==> src/hw/rtl/fpba_pkg.sv <==
`timescale 1ns / 1ps

package fpba_pkg;

    // Number of masters on the bus; per-master fields carry at most FieldWidth.
    localparam int NumMasters    = 4;
    localparam int FieldWidth    = 4;
    localparam int SelWidth      = 2;
    localparam int ActiveMasters = (NumMasters < FieldWidth) ? NumMasters : FieldWidth;

    localparam int InFieldBits   = 5 * FieldWidth + 5;
    localparam int OutFieldBits  = 5 * FieldWidth + 2 * SelWidth + 4;
    localparam int InTdataWidth  = ((InFieldBits + 7) / 8) * 8;
    localparam int OutTdataWidth = ((OutFieldBits + 7) / 8) * 8;

    // Input beat, lowest field last (packed structs fill from the MSB down).
    typedef struct packed {
        logic [InTdataWidth-InFieldBits-1:0] pad;
        logic                  slave_r_valid;
        logic                  slave_ar_ready;
        logic                  slave_b_valid;
        logic                  slave_w_ready;
        logic                  slave_aw_ready;
        logic [FieldWidth-1:0] master_r_ready;
        logic [FieldWidth-1:0] master_b_ready;
        logic [FieldWidth-1:0] master_ar_valid;
        logic [FieldWidth-1:0] master_w_valid;
        logic [FieldWidth-1:0] master_aw_valid;
    } in_item_t;

    // Result beat, lowest field last.
    typedef struct packed {
        logic [OutTdataWidth-OutFieldBits-1:0] pad;
        logic                  slave_r_ready;
        logic [FieldWidth-1:0] master_r_valid;
        logic [FieldWidth-1:0] master_ar_ready;
        logic [SelWidth-1:0]   read_select;
        logic                  slave_ar_valid;
        logic                  slave_b_ready;
        logic [FieldWidth-1:0] master_b_valid;
        logic [FieldWidth-1:0] master_w_ready;
        logic [FieldWidth-1:0] master_aw_ready;
        logic [SelWidth-1:0]   write_select;
        logic                  slave_aw_w_valid;
    } out_item_t;

    typedef struct packed {
        logic                found;
        logic [SelWidth-1:0] idx;
    } pick_t;

    // Lowest set bit among the active masters.
    function automatic pick_t first_set(input logic [FieldWidth-1:0] bits);
        pick_t p;
        p.found = 1'b0;
        p.idx   = '0;
        for (int i = ActiveMasters - 1; i >= 0; i--) begin
            if (bits[i]) begin
                p.found = 1'b1;
                p.idx   = SelWidth'(i);
            end
        end
        return p;
    endfunction

    // Place one bit at a master's position.
    function automatic logic [FieldWidth-1:0] to_master(input logic bit_in,
                                                         input logic [SelWidth-1:0] idx);
        return {{(FieldWidth-1){1'b0}}, bit_in} << idx;
    endfunction

endpackage

==> src/hw/rtl/fixed_priority_bus_arbiter_core.sv <==
`timescale 1ns / 1ps

// Fixed-priority arbiter for the write and read handshakes of several bus
// masters toward one slave; the lowest master index wins on each channel. One
// beat on s_ carries a cycle's worth of master and slave handshake bits, and
// one beat on m_ returns the valid/ready bits to drive and the select indices
// for the external address, data and response muxes. A beat is accepted every
// cycle while m_ is not stalled, and passes through the input register and then
// the result register, with the priority pick and the owner update done in
// the single combinational step between them. The owner state moves only when
// a beat passes into the result register, so stalls on m_ hold it.
module fixed_priority_bus_arbiter_core
    import fpba_pkg::*;
(
    input  logic                     aclk,
    input  logic                     aresetn,
    input  logic                     s_tvalid,
    output logic                     s_tready,
    // [3:0] master_aw_valid, [7:4] master_w_valid, [11:8] master_ar_valid,
    // [15:12] master_b_ready, [19:16] master_r_ready, [20] slave_aw_ready,
    // [21] slave_w_ready, [22] slave_b_valid, [23] slave_ar_ready,
    // [24] slave_r_valid, [31:25] zero
    input  logic [InTdataWidth-1:0]  s_tdata,
    output logic                     m_tvalid,
    input  logic                     m_tready,
    // [0] slave_aw_w_valid, [2:1] write_select, [6:3] master_aw_ready,
    // [10:7] master_w_ready, [14:11] master_b_valid, [15] slave_b_ready,
    // [16] slave_ar_valid, [18:17] read_select, [22:19] master_ar_ready,
    // [26:23] master_r_valid, [27] slave_r_ready, [31:28] zero
    output logic [OutTdataWidth-1:0] m_tdata
);

    logic                in_valid_reg;
    in_item_t            in_data_reg;
    logic                out_valid_reg;
    out_item_t           out_data_reg;
    logic                write_busy_reg, write_busy_next;
    logic [SelWidth-1:0] write_owner_reg, write_owner_next;
    logic                read_busy_reg, read_busy_next;
    logic [SelWidth-1:0] read_owner_reg, read_owner_next;
    out_item_t           res_next;
    logic                out_ready;
    logic                advance;
    pick_t               wr_pick;
    pick_t               rd_pick;

    // Flow control: each stage moves when the one after it can take a beat.
    assign out_ready = !out_valid_reg || m_tready;
    assign advance   = in_valid_reg && out_ready;
    assign s_tready  = !in_valid_reg || out_ready;
    assign m_tvalid  = out_valid_reg;
    assign m_tdata   = out_data_reg;

    assign wr_pick = first_set(in_data_reg.master_aw_valid & in_data_reg.master_w_valid);
    assign rd_pick = first_set(in_data_reg.master_ar_valid);

    // Write channel: offer the candidate while idle, route the response while busy.
    always_comb begin
        res_next         = '0;
        write_busy_next  = write_busy_reg;
        write_owner_next = write_owner_reg;
        read_busy_next   = read_busy_reg;
        read_owner_next  = read_owner_reg;

        if (!write_busy_reg) begin
            if (wr_pick.found) begin
                res_next.slave_aw_w_valid = 1'b1;
                res_next.write_select     = wr_pick.idx;
                res_next.master_aw_ready  = to_master(in_data_reg.slave_aw_ready, wr_pick.idx);
                res_next.master_w_ready   = to_master(in_data_reg.slave_w_ready, wr_pick.idx);
                if (in_data_reg.slave_aw_ready && in_data_reg.slave_w_ready) begin
                    write_busy_next  = 1'b1;
                    write_owner_next = wr_pick.idx;
                end
            end
        end else begin
            res_next.write_select   = write_owner_reg;
            res_next.master_b_valid = to_master(in_data_reg.slave_b_valid, write_owner_reg);
            res_next.slave_b_ready  = in_data_reg.master_b_ready[write_owner_reg];
            if (in_data_reg.slave_b_valid && in_data_reg.master_b_ready[write_owner_reg]) begin
                write_busy_next = 1'b0;
            end
        end

        // Read channel: same scheme on address-read and read data.
        if (!read_busy_reg) begin
            if (rd_pick.found) begin
                res_next.slave_ar_valid  = 1'b1;
                res_next.read_select     = rd_pick.idx;
                res_next.master_ar_ready = to_master(in_data_reg.slave_ar_ready, rd_pick.idx);
                if (in_data_reg.slave_ar_ready) begin
                    read_busy_next  = 1'b1;
                    read_owner_next = rd_pick.idx;
                end
            end
        end else begin
            res_next.read_select    = read_owner_reg;
            res_next.master_r_valid = to_master(in_data_reg.slave_r_valid, read_owner_reg);
            res_next.slave_r_ready  = in_data_reg.master_r_ready[read_owner_reg];
            if (in_data_reg.slave_r_valid && in_data_reg.master_r_ready[read_owner_reg]) begin
                read_busy_next = 1'b0;
            end
        end
    end

    // Control registers: stage valids and channel ownership.
    always_ff @(posedge aclk) begin
        if (!aresetn) begin
            in_valid_reg    <= 1'b0;
            out_valid_reg   <= 1'b0;
            write_busy_reg  <= 1'b0;
            write_owner_reg <= '0;
            read_busy_reg   <= 1'b0;
            read_owner_reg  <= '0;
        end else begin
            if (s_tvalid && s_tready) begin
                in_valid_reg <= 1'b1;
            end else if (advance) begin
                in_valid_reg <= 1'b0;
            end
            if (advance) begin
                out_valid_reg   <= 1'b1;
                write_busy_reg  <= write_busy_next;
                write_owner_reg <= write_owner_next;
                read_busy_reg   <= read_busy_next;
                read_owner_reg  <= read_owner_next;
            end else if (m_tready) begin
                out_valid_reg <= 1'b0;
            end
        end
    end

    // Payload registers: capture on each accepted beat.
    always_ff @(posedge aclk) begin
        if (s_tvalid && s_tready) begin
            in_data_reg <= in_item_t'(s_tdata);
        end
        if (advance) begin
            out_data_reg <= res_next;
        end
    end

endmodule

==> config.mk <==
export PLATFORM = sky130hd
export DESIGN_NAME = fixed_priority_bus_arbiter_core
export DESIGN_NICKNAME = d
export VERILOG_FILES = /design/src/hw/rtl/fpba_pkg.sv /design/src/hw/rtl/fixed_priority_bus_arbiter_core.sv
export SDC_FILE = /design/constraint.sdc
export NUM_CORES = 1
export LEC_CHECK = 0
export ABC_AREA = 1
export BUFFER_PORTS_ARGS = -buffer_cell sky130_fd_sc_hd__buf_4
export CAP_MARGIN = 5
export CORE_MARGIN = 8
export CORE_UTILIZATION = 45
export DETAILED_ROUTE_END_ITERATION = 8
export PLACE_DENSITY = 0.8
export SLEW_MARGIN = 10
export SYNTH_ARGS = -nofsm -noshare
export SYNTH_HDL_FRONTEND = slang
export SYNTH_SLANG_ARGS = --single-unit
==> constraint.sdc <==
create_clock -name aclk -period 2.3 [get_ports aclk]
set_clock_uncertainty 0.15 [all_clocks]
set_input_delay 0.115 -clock aclk [delete_from_list [all_inputs] [get_ports aclk]]
set_output_delay 0.115 -clock aclk [all_outputs]
set_load 0.05 [all_outputs]
; ---- After elaboration in Yosys (flattened, before gate mapping)
; Cells that the tools add are included.
[classes]
n_mul = 0
eq_ne = 0
muxes = 28
n_shift = 5
reduce_logical = 15
n_lt_le_gt_ge = 2
bitwise_logic = 5
div_mod_pow = 0
add_sub_neg = 0
[op_table]
columns = cell, count
row1 = 2-to-1 mux 3 bit, 10
row2 = << shifter 1 x 2 -> 4 bit, 5
row3 = 2-to-1 mux 1 bit, 14
row4 = AND reduction 4 bit, 2
row5 = "< comparator 2 x 3 -> 1 bit, second input constant", 2
row6 = logical AND 1 bit, 5
row7 = AND 4 bit, 1
row8 = binary-select mux 1 bit (select 2 bit), 2
row9 = 2-to-1 mux 2 bit, 2
row10 = NOT 1 bit, 4
row11 = nonzero test 2 bit, 2
row12 = OR reduction 2 bit, 2
row13 = logical NOT 1 bit, 2
row14 = logical OR 1 bit, 2
[word_totals]
latchBits = 0
memories = 0
ff_bits = 61
wordCells = 82
mem_bits_rw = 0
mem_bits_ro = 0
out_inout_bits = 34

; ---- Logic depth before layout (Yosys ltp)
[depth]
ltp_word = 7
mapped_depth = 8
mapped_depth_nobuf = 8

; ---- Least setup slack after synthesis
; Ideal clock, no wire load.
[synth_path]
path_kind = register to register
from = register out_valid_reg, in the netlist m_tvalid
to = register in_data_reg[0] (netlist bit), enable pin
required_time_ns = 1.787
arrival_time_ns = 1.820
n_path_buf = 0
synth_period_minus_slack_ns = 2.333
setup_slack_ns = -0.033
path_stages_with_launch = 4
setup_time_ns = 0.363
path_cell_list = dfxtp_1 > nand3_1 > nand2_1 > inv_1
[synth_between]
elab_chain_len = 4
[synth_lines]
columns = element, line_no
row1 = "start, declared", fixed_priority_bus_arbiter_core.sv:35  ; logic out_valid_reg;
row2 = "start signal, assigned", fixed_priority_bus_arbiter_core.sv:110  ; out_valid_reg <= 1'b0;
row3 = "start signal, assigned", fixed_priority_bus_arbiter_core.sv:122  ; out_valid_reg <= 1'b1;
row4 = "start signal, assigned", fixed_priority_bus_arbiter_core.sv:128  ; out_valid_reg <= 1'b0;
row5 = logical NOT 1 bit, fixed_priority_bus_arbiter_core.sv:48  ; assign out_ready = !out_valid_reg || m_tready;
row6 = logical OR 1 bit, fixed_priority_bus_arbiter_core.sv:48
row7 = logical OR 1 bit, fixed_priority_bus_arbiter_core.sv:50  ; assign s_tready = !in_valid_reg || out_ready;
row8 = via s_tready, fixed_priority_bus_arbiter_core.sv:18  ; output logic s_tready,
row9 = logical AND 1 bit, fixed_priority_bus_arbiter_core.sv:135  ; if (s_tvalid && s_tready) begin
row10 = "end signal, assigned", fixed_priority_bus_arbiter_core.sv:136  ; in_data_reg <= in_item_t'(s_tdata);
row11 = "end, declared", fixed_priority_bus_arbiter_core.sv:34  ; in_item_t in_data_reg;
; The timed path passes the listed nets, and every way through them passes these cells.
; A chain may end at the register's enable or synchronous reset.

; ---- Worst setup path after layout
[layout_path]
from = input port m_tready
to = register in_data_reg[6] (netlist bit), enable pin
[layout_between]
elab_chain_len = 3
[layout_lines]
columns = element, line_no
row1 = "start, declared", fixed_priority_bus_arbiter_core.sv:25  ; input logic m_tready,
row2 = logical OR 1 bit, fixed_priority_bus_arbiter_core.sv:48
row3 = logical OR 1 bit, fixed_priority_bus_arbiter_core.sv:50
row4 = logical AND 1 bit, fixed_priority_bus_arbiter_core.sv:135
; No other way between the ends.

==> results.yml <==
run_status:
  status: "complete, no violations"
logic_synthesis:
  ys_warn_count: 0
  synth.distinct_cells: 22
  synth_seq_cells: 61
  netlist_instances: 192
  syn_area_mm2: 0.00235
  syn_area_per_cell_um2: 12.3
  ys_seq_area_share_pct: 74.5
worst_setup_path:
  r2r_start: "m_tvalid"
  path_class: "in -> reg"
  required_ps: 2170
  rrSetupSlack_ps: 670
  slowest_delay_ps: 530
  cp-end-kind: "flop"
  cp.arrival_ps: 1630
  crit_path_start_kind: "input port"
  path_max_fanout: 15
  r2r_cells: 4
  worstPathCellList: "dlygate4sd3_1 -> buf_4 -> inv_1 -> nand3_2 -> nand2_1 -> inv_1 -> buf_4"
  r2r-end: "in_data_reg[6]"
  cp_slowest_cell: "dlygate4sd3_1"
layout:
  syn_to_final_growth_pct: 42.6
  drive_above_1_share_pct: 28.6
  largest_register_ffs: 28
  num_antenna_cells: 0
  design_area_mm2: 0.00335
  nNetsFinal: 325
global_route:
  grt_max_degree: 23
  grt_pass1_vias: 1593
  gr-usage-all-layers_pct: 12.9
  antenna_found_initial: 0
  grt_pass1_wl_mm: 7.41
  grt-ovfl-total: 0
power:
  power.density_mw_per_mm2: 748
  swShare_pct: 24.2
  ir_drop_mv: 0.430
  power_leakage_uw: 0.00140
  p_switching_uw: 609
  pwr-share-clk_pct: 35.9
  comb_power_share_pct: 12.7
  internal_power_uw: 1900
  p_seq_share_pct: 51.4
cts:
  insertion_delay_ps: 330
  cts_tree: "yes"
  cts_hold_repair.buffers: 28
  cts_buffers: 9
  clkSinkCount: 61
  htreeDepth: 3
  clk_pin_slew_ps: 60
  cts_root_buf: "clkbuf_8"
  cts_max_path_buffers: 2
  cts.repair.resized: 0
  postCtsSetupRepairBufs: 0
detailed_routing:
  wl_mm: 4.65
  first_iter_violations: 181
  wl_per_cell_um: 12.8
  via_count: 1667
  vias_per_cell: 4.58
  ant_nets: 0
  drt-pass1-iter-count: 4
  drcViolationCount: 0
placed_design:
  place.gp.congestion: 0.761
  dp_hpwl_mm: 3.17
  io_buffers: 58
  dpl-instance-area_mm2: 0.00288
timing:
  setup_violations: 0
  rsz0062_at_grt: "no"
  hold-worst-slack_ps: 350
  period_share_pct: 76.5
  finalSetupTns_ps: 0
  fmax_mhz: 569
  finalCriticalPeriod_ps: 1760
  slew_viol_final: 0
  hold_viol_final: 0
die:
  die_area_mm2: 0.00780
  core_area_mm2: 0.00507
  die_y_um: 88.3
  die-width_um: 88.3
  ios: 70
  fp-row-count: 26
  start_util_pct: 46.4
worst_hold_path:
  hp-start: "write_owner_reg[1]"
  whs_path_depth: 2
  min_path_type: "reg -> reg"
  hold_end: "write_owner_reg[1]"
run:
  max-cap-violations: 0
[cells by family after synthesis]
kind of cell	Yosys count	share of synthesized area (%)
other	1	0.159
buffers and inverters	27	5.00
AO/OA/AOI/OAI	16	4.42
flip-flops	61	74.5
AND/OR/NAND/NOR	87	16.0
[power groups by stage]
stage               Sequential (µW)  Combinational [µW]  Clock, µW
CTS                            1290                 318        914
global route                   1300                 342        968
finish                         1290                 318        902
global placement               1310                 273          0
floorplan                      1390                 107          0
detailed placement             1310                 279          0
[layout by cell type (no fill, tap or decap)]
cell / count
nor3_1: 11
inv_2: 1
nand3_1: 7
a31oi_1: 1
dlygate4sd3_1: 28
clkbuf_8: 10
nand4_1: 4
edfxtp_1: 53
nor4_1: 2
o21ai_1: 1
buf_12: 1
a21oi_1: 6
clkinv_1: 2
conb_1: 4
inv_1: 21
o21ai_2: 1
buf_4: 59
o21ai_0: 4
clkinv_2: 3
nand2_1: 39
bufinv_16: 1
nand2_2: 2
nor2_1: 19
a21oi_2: 2
nor2_2: 2
dfxtp_1: 8
nand3_2: 1
a21oi_4: 1
[how the worst max path moves through the flow]
stage                  start             end  slack, ps  cells after the start
floorplan           m_tvalid  in_data_reg[0]        170                      3
global placement    m_tvalid  in_data_reg[2]        720                      4
detailed placement  m_tvalid  in_data_reg[2]        700                      4
CTS                 m_tready  in_data_reg[2]        590                      7
global route        m_tready  in_data_reg[3]        470                      7
finish              m_tready  in_data_reg[6]        540                      7
[cell type report]
type / count / area, µm²
Clock buffer: 10 / 138
Multi-Input combinational cell: 107 / 499
Fill cell: 395 / 1720
Clock inverter: 6 / 52.6
Sequential cell: 61 / 1750
Inverter: 22 / 82.6
Tap cell: 70 / 87.6
Timing Repair Buffer: 88 / 743
[layer usage]
layer | routed length, µm | vias to the layer above | part of all wire [%] | GRT usage [%]
met5 | 0 | - | 0 | 0
met4 | 91 | 0 | 2.0 | 8.29
met3 | 354 | 7 | 7.6 | 5.66
met2 | 2220 | 62 | 48 | 19.8
met1 | 1980 | 749 | 43 | 14.2
li1 | - | 849 | - | -
[synthesized netlist by cell type, drive strengths merged]
cell type	count	area share, %
a31oi	1	0.27
o21ai	6	1.4
nand4	4	1.1
buf	5	1.5
conb	1	0.16
nor4	2	0.53
nand3	8	1.7
edfxtp	53	68
nand2	41	6.8
nor3	11	2.3
nor2	21	3.6
dfxtp	8	6.8
a21oi	9	2.7
inv	22	3.5
[metrics by stage]
| stage | instances | setup WS (ps) | total power (µW) | util, % |
|---|---|---|---|---|
| finish | 364 | 541 | 2510 | 66.1 |
| global route | 364 | 467 | 2610 | 66.1 |
| CTS | 364 | 592 | 2520 | 66.1 |
| detailed placement | 320 | 696 | 1590 | 56.8 |
| global placement | 320 | 722 | 1580 | 56.8 |
| floorplan | 195 | 171 | 1490 | - |
[worst max-delay path: cells and delay by family]
| kind | cells | cell delay [ps] |
|---|---|---|
| AND/OR/NAND/NOR | 2 | 180 |
| buffers and inverters | 5 | 1310 |
No activity file was read; power rests on OpenSTA's default activity.
